$ cat src/hdl/assert_macros.svh
// ----------------------------------------------------------------------------
// assert_macros.svh
// shared concurrent assertion macros, compiled out with NO_ASSERTIONS
// ----------------------------------------------------------------------------
`ifndef ASSERT_MACROS_SVH
`define ASSERT_MACROS_SVH

`ifndef NO_ASSERTIONS

// property must hold at every clock edge outside reset
`define IFR_ASSERT(lbl, clk, rst_n, prop) \
    lbl: assert property (@(posedge clk) disable iff (!(rst_n)) (prop)) \
        else $error("assertion failed");

// condition must never be true outside reset
`define IFR_NEVER(lbl, clk, rst_n, cond) \
    lbl: assert property (@(posedge clk) disable iff (!(rst_n)) !(cond)) \
        else $error("forbidden condition seen");

`else

`define IFR_ASSERT(lbl, clk, rst_n, prop)
`define IFR_NEVER(lbl, clk, rst_n, cond)

`endif

`endif

$ cat src/hdl/ifr_pkg.sv
// ----------------------------------------------------------------------------
// ifr_pkg
// types and constants shared by the image flip, rotate and invert engine
// ----------------------------------------------------------------------------
package ifr_pkg;

    localparam int DEF_MAX_WIDTH  = 256;
    localparam int DEF_MAX_HEIGHT = 256;

    localparam int PIX_W      = 24;
    localparam int CFG_IDX_W  = 3;
    localparam int CFG_DATA_W = 9;

    // register indexes
    localparam logic [CFG_IDX_W-1:0] CFG_OP_MODE    = 3'd0;
    localparam logic [CFG_IDX_W-1:0] CFG_IMG_WIDTH  = 3'd1;
    localparam logic [CFG_IDX_W-1:0] CFG_IMG_HEIGHT = 3'd2;
    localparam logic [CFG_IDX_W-1:0] CFG_MAX_VALUE  = 3'd3;
    localparam logic [CFG_IDX_W-1:0] CFG_COLOR_MODE = 3'd4;

    // transform codes, codes above rotate counter-clockwise pass through
    localparam logic [2:0] OP_INVERT  = 3'd0;
    localparam logic [2:0] OP_HMIRROR = 3'd1;
    localparam logic [2:0] OP_VMIRROR = 3'd2;
    localparam logic [2:0] OP_ROT_CW  = 3'd3;
    localparam logic [2:0] OP_ROT_CCW = 3'd4;

    localparam logic REQ_LOAD  = 1'b0;
    localparam logic REQ_FETCH = 1'b1;

    localparam logic [1:0] ST_OK          = 2'd0;
    localparam logic [1:0] ST_FETCH_EARLY = 2'd1;
    localparam logic [1:0] ST_LOAD_OVER   = 2'd2;

    typedef struct packed {
        logic       req_type;
        logic [7:0] in_ch0;
        logic [7:0] in_ch1;
        logic [7:0] in_ch2;
    } t_in_item;

    typedef struct packed {
        logic [7:0] out_ch0;
        logic [7:0] out_ch1;
        logic [7:0] out_ch2;
        logic       out_last;
        logic [1:0] status;
    } t_out_item;

    typedef struct packed {
        logic [2:0] op_mode;
        logic [8:0] img_width;
        logic [8:0] img_height;
        logic [7:0] max_value;
        logic       color_mode;
    } t_cfg;

    localparam t_cfg CFG_RESET = '{
        op_mode:    OP_INVERT,
        img_width:  9'd256,
        img_height: 9'd256,
        max_value:  8'd255,
        color_mode: 1'b0
    };

    // decode of one accepted request
    typedef struct packed {
        logic       wr;
        logic       fetch_ok;
        logic       err;
        logic [1:0] status;
        logic       last;
    } t_req_info;

    typedef enum logic [1:0] {
        S_IDLE,
        S_ADDR,
        S_DATA,
        S_ERR
    } t_state;

endpackage

$ cat src/hdl/ifr_agen.sv
// ----------------------------------------------------------------------------
// ifr_agen
// load counter, output position counters and store address generation
// ----------------------------------------------------------------------------
`include "assert_macros.svh"

module ifr_agen import ifr_pkg::*; #(
    parameter  int MAX_WIDTH  = DEF_MAX_WIDTH,
    parameter  int MAX_HEIGHT = DEF_MAX_HEIGHT,
    localparam int DEPTH      = MAX_WIDTH * MAX_HEIGHT,
    localparam int AW         = $clog2(DEPTH)
) (
    input  logic          i_clk,
    input  logic          i_rst_n,
    input  logic          i_accept,
    input  t_in_item      i_item,
    input  t_cfg          i_cfg,
    output t_req_info     o_info,
    output logic [AW-1:0] o_wr_addr,
    output logic [AW-1:0] o_rd_addr
);

    localparam int CW   = $clog2(DEPTH + 1);
    localparam int MAXD = (MAX_WIDTH > MAX_HEIGHT) ? MAX_WIDTH : MAX_HEIGHT;
    localparam int DIMW = $clog2(MAXD + 1);
    localparam int PW   = $clog2(MAXD);

    logic [CW-1:0]   r_load_count;
    logic [PW-1:0]   r_row;
    logic [PW-1:0]   r_col;
    logic [PW-1:0]   r_sr;
    logic [PW-1:0]   r_sc;

    logic [DIMW-1:0] w;
    logic [DIMW-1:0] h;
    logic [DIMW-1:0] ow;
    logic [DIMW-1:0] oh;
    logic [CW-1:0]   total;
    logic            rotate;
    logic            restart;
    logic            full;
    logic            is_load;
    logic            last;
    logic            col_end;
    logic [PW-1:0]   row_e;
    logic [PW-1:0]   col_e;
    logic [DIMW-1:0] sr_d;
    logic [DIMW-1:0] sc_d;

    // clamp dimensions to 1..max
    always_comb begin
        if (i_cfg.img_width == '0) begin
            w = DIMW'(1);
        end else if (32'(i_cfg.img_width) > MAX_WIDTH) begin
            w = DIMW'(MAX_WIDTH);
        end else begin
            w = DIMW'(i_cfg.img_width);
        end
        if (i_cfg.img_height == '0) begin
            h = DIMW'(1);
        end else if (32'(i_cfg.img_height) > MAX_HEIGHT) begin
            h = DIMW'(MAX_HEIGHT);
        end else begin
            h = DIMW'(i_cfg.img_height);
        end
    end

    assign total  = CW'(w) * CW'(h);
    assign rotate = (i_cfg.op_mode == OP_ROT_CW) || (i_cfg.op_mode == OP_ROT_CCW);
    assign ow     = rotate ? h : w;
    assign oh     = rotate ? w : h;

    // position left outside the output size restarts the scan
    assign restart = (DIMW'(r_row) >= oh) || (DIMW'(r_col) >= ow);
    assign row_e   = restart ? '0 : r_row;
    assign col_e   = restart ? '0 : r_col;
    assign col_end = (DIMW'(col_e) == ow - DIMW'(1));
    assign last    = (DIMW'(row_e) == oh - DIMW'(1)) && col_end;

    always_comb begin
        case (i_cfg.op_mode)
            OP_HMIRROR: begin
                sr_d = DIMW'(row_e);
                sc_d = w - DIMW'(1) - DIMW'(col_e);
            end
            OP_VMIRROR: begin
                sr_d = h - DIMW'(1) - DIMW'(row_e);
                sc_d = DIMW'(col_e);
            end
            OP_ROT_CW: begin
                sr_d = h - DIMW'(1) - DIMW'(col_e);
                sc_d = DIMW'(row_e);
            end
            OP_ROT_CCW: begin
                sr_d = DIMW'(col_e);
                sc_d = w - DIMW'(1) - DIMW'(row_e);
            end
            default: begin
                sr_d = DIMW'(row_e);
                sc_d = DIMW'(col_e);
            end
        endcase
    end

    assign is_load = (i_item.req_type == REQ_LOAD);
    assign full    = (r_load_count >= total);

    always_comb begin
        o_info.wr       = is_load && !full;
        o_info.fetch_ok = !is_load && full;
        o_info.err      = is_load ? full : !full;
        o_info.status   = is_load ? ST_LOAD_OVER : ST_FETCH_EARLY;
        o_info.last     = !is_load && full && last;
    end

    always_ff @(posedge i_clk) begin
        if (!i_rst_n) begin
            r_load_count <= '0;
            r_row        <= '0;
            r_col        <= '0;
        end else if (i_accept) begin
            if (o_info.wr) begin
                r_load_count <= r_load_count + CW'(1);
            end else if (o_info.fetch_ok) begin
                if (last) begin
                    r_row        <= '0;
                    r_col        <= '0;
                    r_load_count <= '0;
                end else if (col_end) begin
                    r_row <= row_e + PW'(1);
                    r_col <= '0;
                end else begin
                    r_row <= row_e;
                    r_col <= col_e + PW'(1);
                end
            end
        end
    end

    // source coordinates held for the address stage
    always_ff @(posedge i_clk) begin
        if (i_accept && o_info.fetch_ok) begin
            r_sr <= PW'(sr_d);
            r_sc <= PW'(sc_d);
        end
    end

    assign o_wr_addr = r_load_count[AW-1:0];
    assign o_rd_addr = AW'(r_sr) * AW'(w) + AW'(r_sc);

    `IFR_ASSERT(a_last_frees_frame, i_clk, i_rst_n, (i_accept && o_info.last) |=> (r_load_count == '0))
    `IFR_ASSERT(a_load_counts_one, i_clk, i_rst_n, (i_accept && o_info.wr) |=> (r_load_count == $past(r_load_count) + CW'(1)))

endmodule

$ cat config.mk
export PLATFORM = sky130hd
export DESIGN_NAME = ifr_agen
export DESIGN_NICKNAME = d
export VERILOG_FILES = /design/src/hdl/ifr_pkg.sv /design/src/hdl/ifr_agen.sv
export VERILOG_INCLUDE_DIRS = /design/src /design/src/hdl
export SDC_FILE = /design/constraint.sdc
export NUM_CORES = 1
export LEC_CHECK = 0
export BUFFER_PORTS_ARGS = -buffer_cell sky130_fd_sc_hd__buf_2
export CAP_MARGIN = 0
export CORE_MARGIN = 1.5
export CORE_UTILIZATION = 31
export CTS_CLUSTER_SIZE = 20
export DETAILED_ROUTE_END_ITERATION = 7
export HOLD_SLACK_MARGIN = 0.12
export PLACE_DENSITY_LB_ADDON = 0.1
export SYNTH_ARGS = -nofsm -noshare
export SYNTH_HDL_FRONTEND = slang
export SYNTH_SLANG_ARGS = --single-unit
$ cat constraint.sdc
create_clock -name i_clk -period 9.52 [get_ports i_clk]
set_input_delay 0.952 -clock i_clk [delete_from_list [all_inputs] [get_ports i_clk]]
set_output_delay 0.952 -clock i_clk [all_outputs]
set_load 0.05 [all_outputs]
==> qor.txt <==
Worst hold path class - reg -> reg
Crit-path leading delay family - adder cells
DRT antenna net count - 0
DR vias - 9643
Post-synthesis cell area - 11000 um^2
ANT cells - 0
DR pass1 iterations - 4
Async set-reset flop share out of synthesis - 0
Routed WL - 33.4 mm
Syn nets - 1699
CTS tree - done
Total negative slack - 0 ns
Final Cycle Share - 0.935
R2r endpoint - r_load_count[14]
First-pass GRT wire length - 53.8 mm
Core region area - 34700 um^2
Crit path max fanout - 9
Fin nets - 1720
Number of I/O port buffers - 62
Vias per cell - 5.10
Data required, critical path - 8.57 ns
RSZ-0062 raised after global routing - no
Clk Latency, worst-skew pair - 0.31 ns
Initial core utilization - 0.317
Storage element area - 1140 um^2
Tightest Pin Transition - 0.757 ns
Num CTS Buffers - 5
# rows - 68
Count of final setup violators - 0
Mean Syn Cell Area - 7.79 um^2
Final hold vios - 0
Maximum clock rate - 112 MHz
Vias in the first global route - 9787
# H-tree levels - 2
Fillers - 3797
Critical Path Start - i_cfg[14]
Crit path depth - 32
Clk buf depth - 2
Initial antenna violation count - 1
Lkg Pwr - 0.00540 uW
Worst EP arrival - 7.95 ns
FF-to-FF setup slack - 4.49 ns
Max Cap Viol - 0
Slew HR - 0.491
Share of layout cells above drive strength 1 - 0.104
Finished Core Util - 0.344
PwrDens - 97.7 nW/um^2
Worst r2r src - r_col[4]
Multi-input gate area - 8680 um^2
Die Height - 191 um
Slowest cell on crit path - fa_1
Cells after synthesis - 1413
Prevailing post-synth register cell - dfxtp_1
Status - finished, final reports clean
Flops & latches, synth - 49
Die width - 191 um
Yosys warning total - 0
IO Pins - 96
Total Routing Usage GR - 0.188
Max incr delay on CP - 0.59 ns
Clk root buf - clkbuf_16
Path depth of the worst reg2reg path - 11
# clock sinks - 49
Max-slew violations - 0
Post-synthesis sequential area ratio - 0.104
Worst Skew - 0.0131 ns
Buf+Inv Stages, Crit Path - 7
Routability congestion estimate from global placement - 0.817
Yosys cell types - 89
Setup crit end kind - output port
Critical path type - in -> out
Total global routing overflow - 0
Wire length per cell - 17.6 um
P&R area growth vs syn - 8.44%
Startpoint type of the worst setup path - primary input
Post-CTS setup buffers - 0
Hold buffers post-CTS - 0
CP Capture Point - o_info[5]
DRC violations left - 0
Largest net degree at the start of global routing - 38
Clk pin slew, worst setup/hold paths - 0.07 ns
Post-CTS Resized - 0
Period minus WS final - 8.90 ns
Post-DP HPWL - 27.0 mm
Maximum vdd drop - 150 uV
Die area - 36600 um^2
Drt first-iter violations - 513
Post-synth EDFFs - 16
## registers in the layout (all words and copies together), names as in the netlist
register,cells
r_load_count,17
r_col,8
r_row,8
r_sc,8
r_sr,8
## power breakdown
part	switching, uW	total (uW)	internal (uW)	leakage, uW
Combinational	482	731	250	0.00492
Sequential	0.876	218	217	0.000405
Clock	92.7	217	125	0.0000804
Total	575	1170	591	0.00540
## how the worst min path moves through the flow
stage | slack [ns] | from | to | cells past startpoint
finish | 0.53 | r_load_count[1] | r_load_count[1] | 2
global route | 0.57 | r_load_count[1] | r_load_count[1] | 2
CTS | 0.54 | r_load_count[1] | r_load_count[1] | 2
detailed placement | 0.53 | r_load_count[1] | r_load_count[1] | 2
global placement | 0.53 | r_load_count[1] | r_load_count[1] | 2
floorplan | 0.48 | r_load_count[1] | r_load_count[1] | 2
## layer usage
layer  up-vias  share of wire  track usage
li1       4780              -            -
met1      4621           0.48        0.254
met2       198           0.47        0.322
met3        42          0.031       0.0171
met4         2          0.020       0.0463
met5         -        0.00057            0
## cells in the mapped netlist, drive strengths merged (13+ instances only)
cell / number / area, um^2
a21o: 16 / 120
a21oi: 63 / 334
a22oi: 14 / 105
and2: 44 / 278
buf: 48 / 305
clkbuf: 49 / 185
dfxtp: 33 / 661
edfxtp: 16 / 480
fa: 100 / 2000
ha: 128 / 1600
inv: 184 / 691
nand2: 189 / 712
nand2b: 24 / 158
nand3: 23 / 115
nand4: 22 / 138
nor2: 100 / 385
nor2b: 30 / 188
nor3: 22 / 110
o21ai: 58 / 294
or4: 13 / 105
xnor2: 42 / 368
xor2: 17 / 149
## per-stage QoR
stage                     hold slack (ns)  power, uW  cells  area, um^2  worst slack [ns]
after detailed placement            0.526        959   1882       11800             0.457
after global routing                0.572       1270   1890       11900             0.159
after CTS                           0.539       1180   1890       11900             0.526
final                               0.528       1170   1890       11900             0.617
after floorplan                     0.478        790   1413       11000             0.802
after global placement              0.526        958   1882       11800             0.467
## cell type report
| type | count | area share |
|---|---|---|
| multi-input combinational | 1081 | 0.727 |
| sequential | 49 | 0.0956 |
| inverter | 186 | 0.0585 |
| timing repair buffer | 111 | 0.0568 |
| tap | 455 | 0.0477 |
| clock buffer | 5 | 0.0105 |
| clock inverter | 3 | 0.00367 |
## cells in the final DEF, fill, tap and decap left out, types with 5 or more instances in the layout
cell / Yosys / final
a211oi_1: 8 / 8
a21boi_0: 7 / 7
a21o_1: 16 / 16
a21oi_1: 60 / 60
a22o_1: 5 / 5
a22oi_1: 14 / 14
a31oi_1: 11 / 11
and2_1: 43 / 43
and3_1: 11 / 11
buf_2: 13 / 62
buf_4: 21 / 49
clkbuf_16: 0 / 5
dfxtp_1: 33 / 33
edfxtp_1: 16 / 16
fa_1: 100 / 100
ha_1: 128 / 128
inv_1: 182 / 182
mux2i_1: 7 / 7
nand2_1: 188 / 188
nand2b_1: 23 / 23
nand3_1: 23 / 23
nand4_1: 22 / 22
nor2_1: 98 / 97
nor2b_1: 30 / 30
nor3_1: 22 / 22
nor4_1: 10 / 10
o2111ai_1: 5 / 5
o211ai_1: 7 / 7
o21a_1: 8 / 8
o21ai_0: 56 / 56
o22ai_1: 12 / 12
o31ai_1: 11 / 11
o32ai_1: 6 / 6
or3_1: 12 / 12
or4_1: 11 / 11
xnor2_1: 42 / 42
xor2_1: 17 / 17
## cell families (layout without fill, tap and decap cells)
kind of cell    Yosys count  after routing  synth area share
compound gates          260            260             0.162
xor+xnor                 61             61            0.0512
buf+inv                 283            305             0.108
flops                    49             49             0.104
fa+ha+maj               228            228             0.327
mux                       9              9           0.00944
simple gates            523            523             0.238
## worst min-delay path, delay by kind of cell (launching register included)
kind	cells	cell delay [ns]
DFF	1	0.35
and+or+nand+nor	1	0.07
AOI/OAI and AO/OA	1	0.06
No activity file was read; power rests on OpenSTA's default activity.
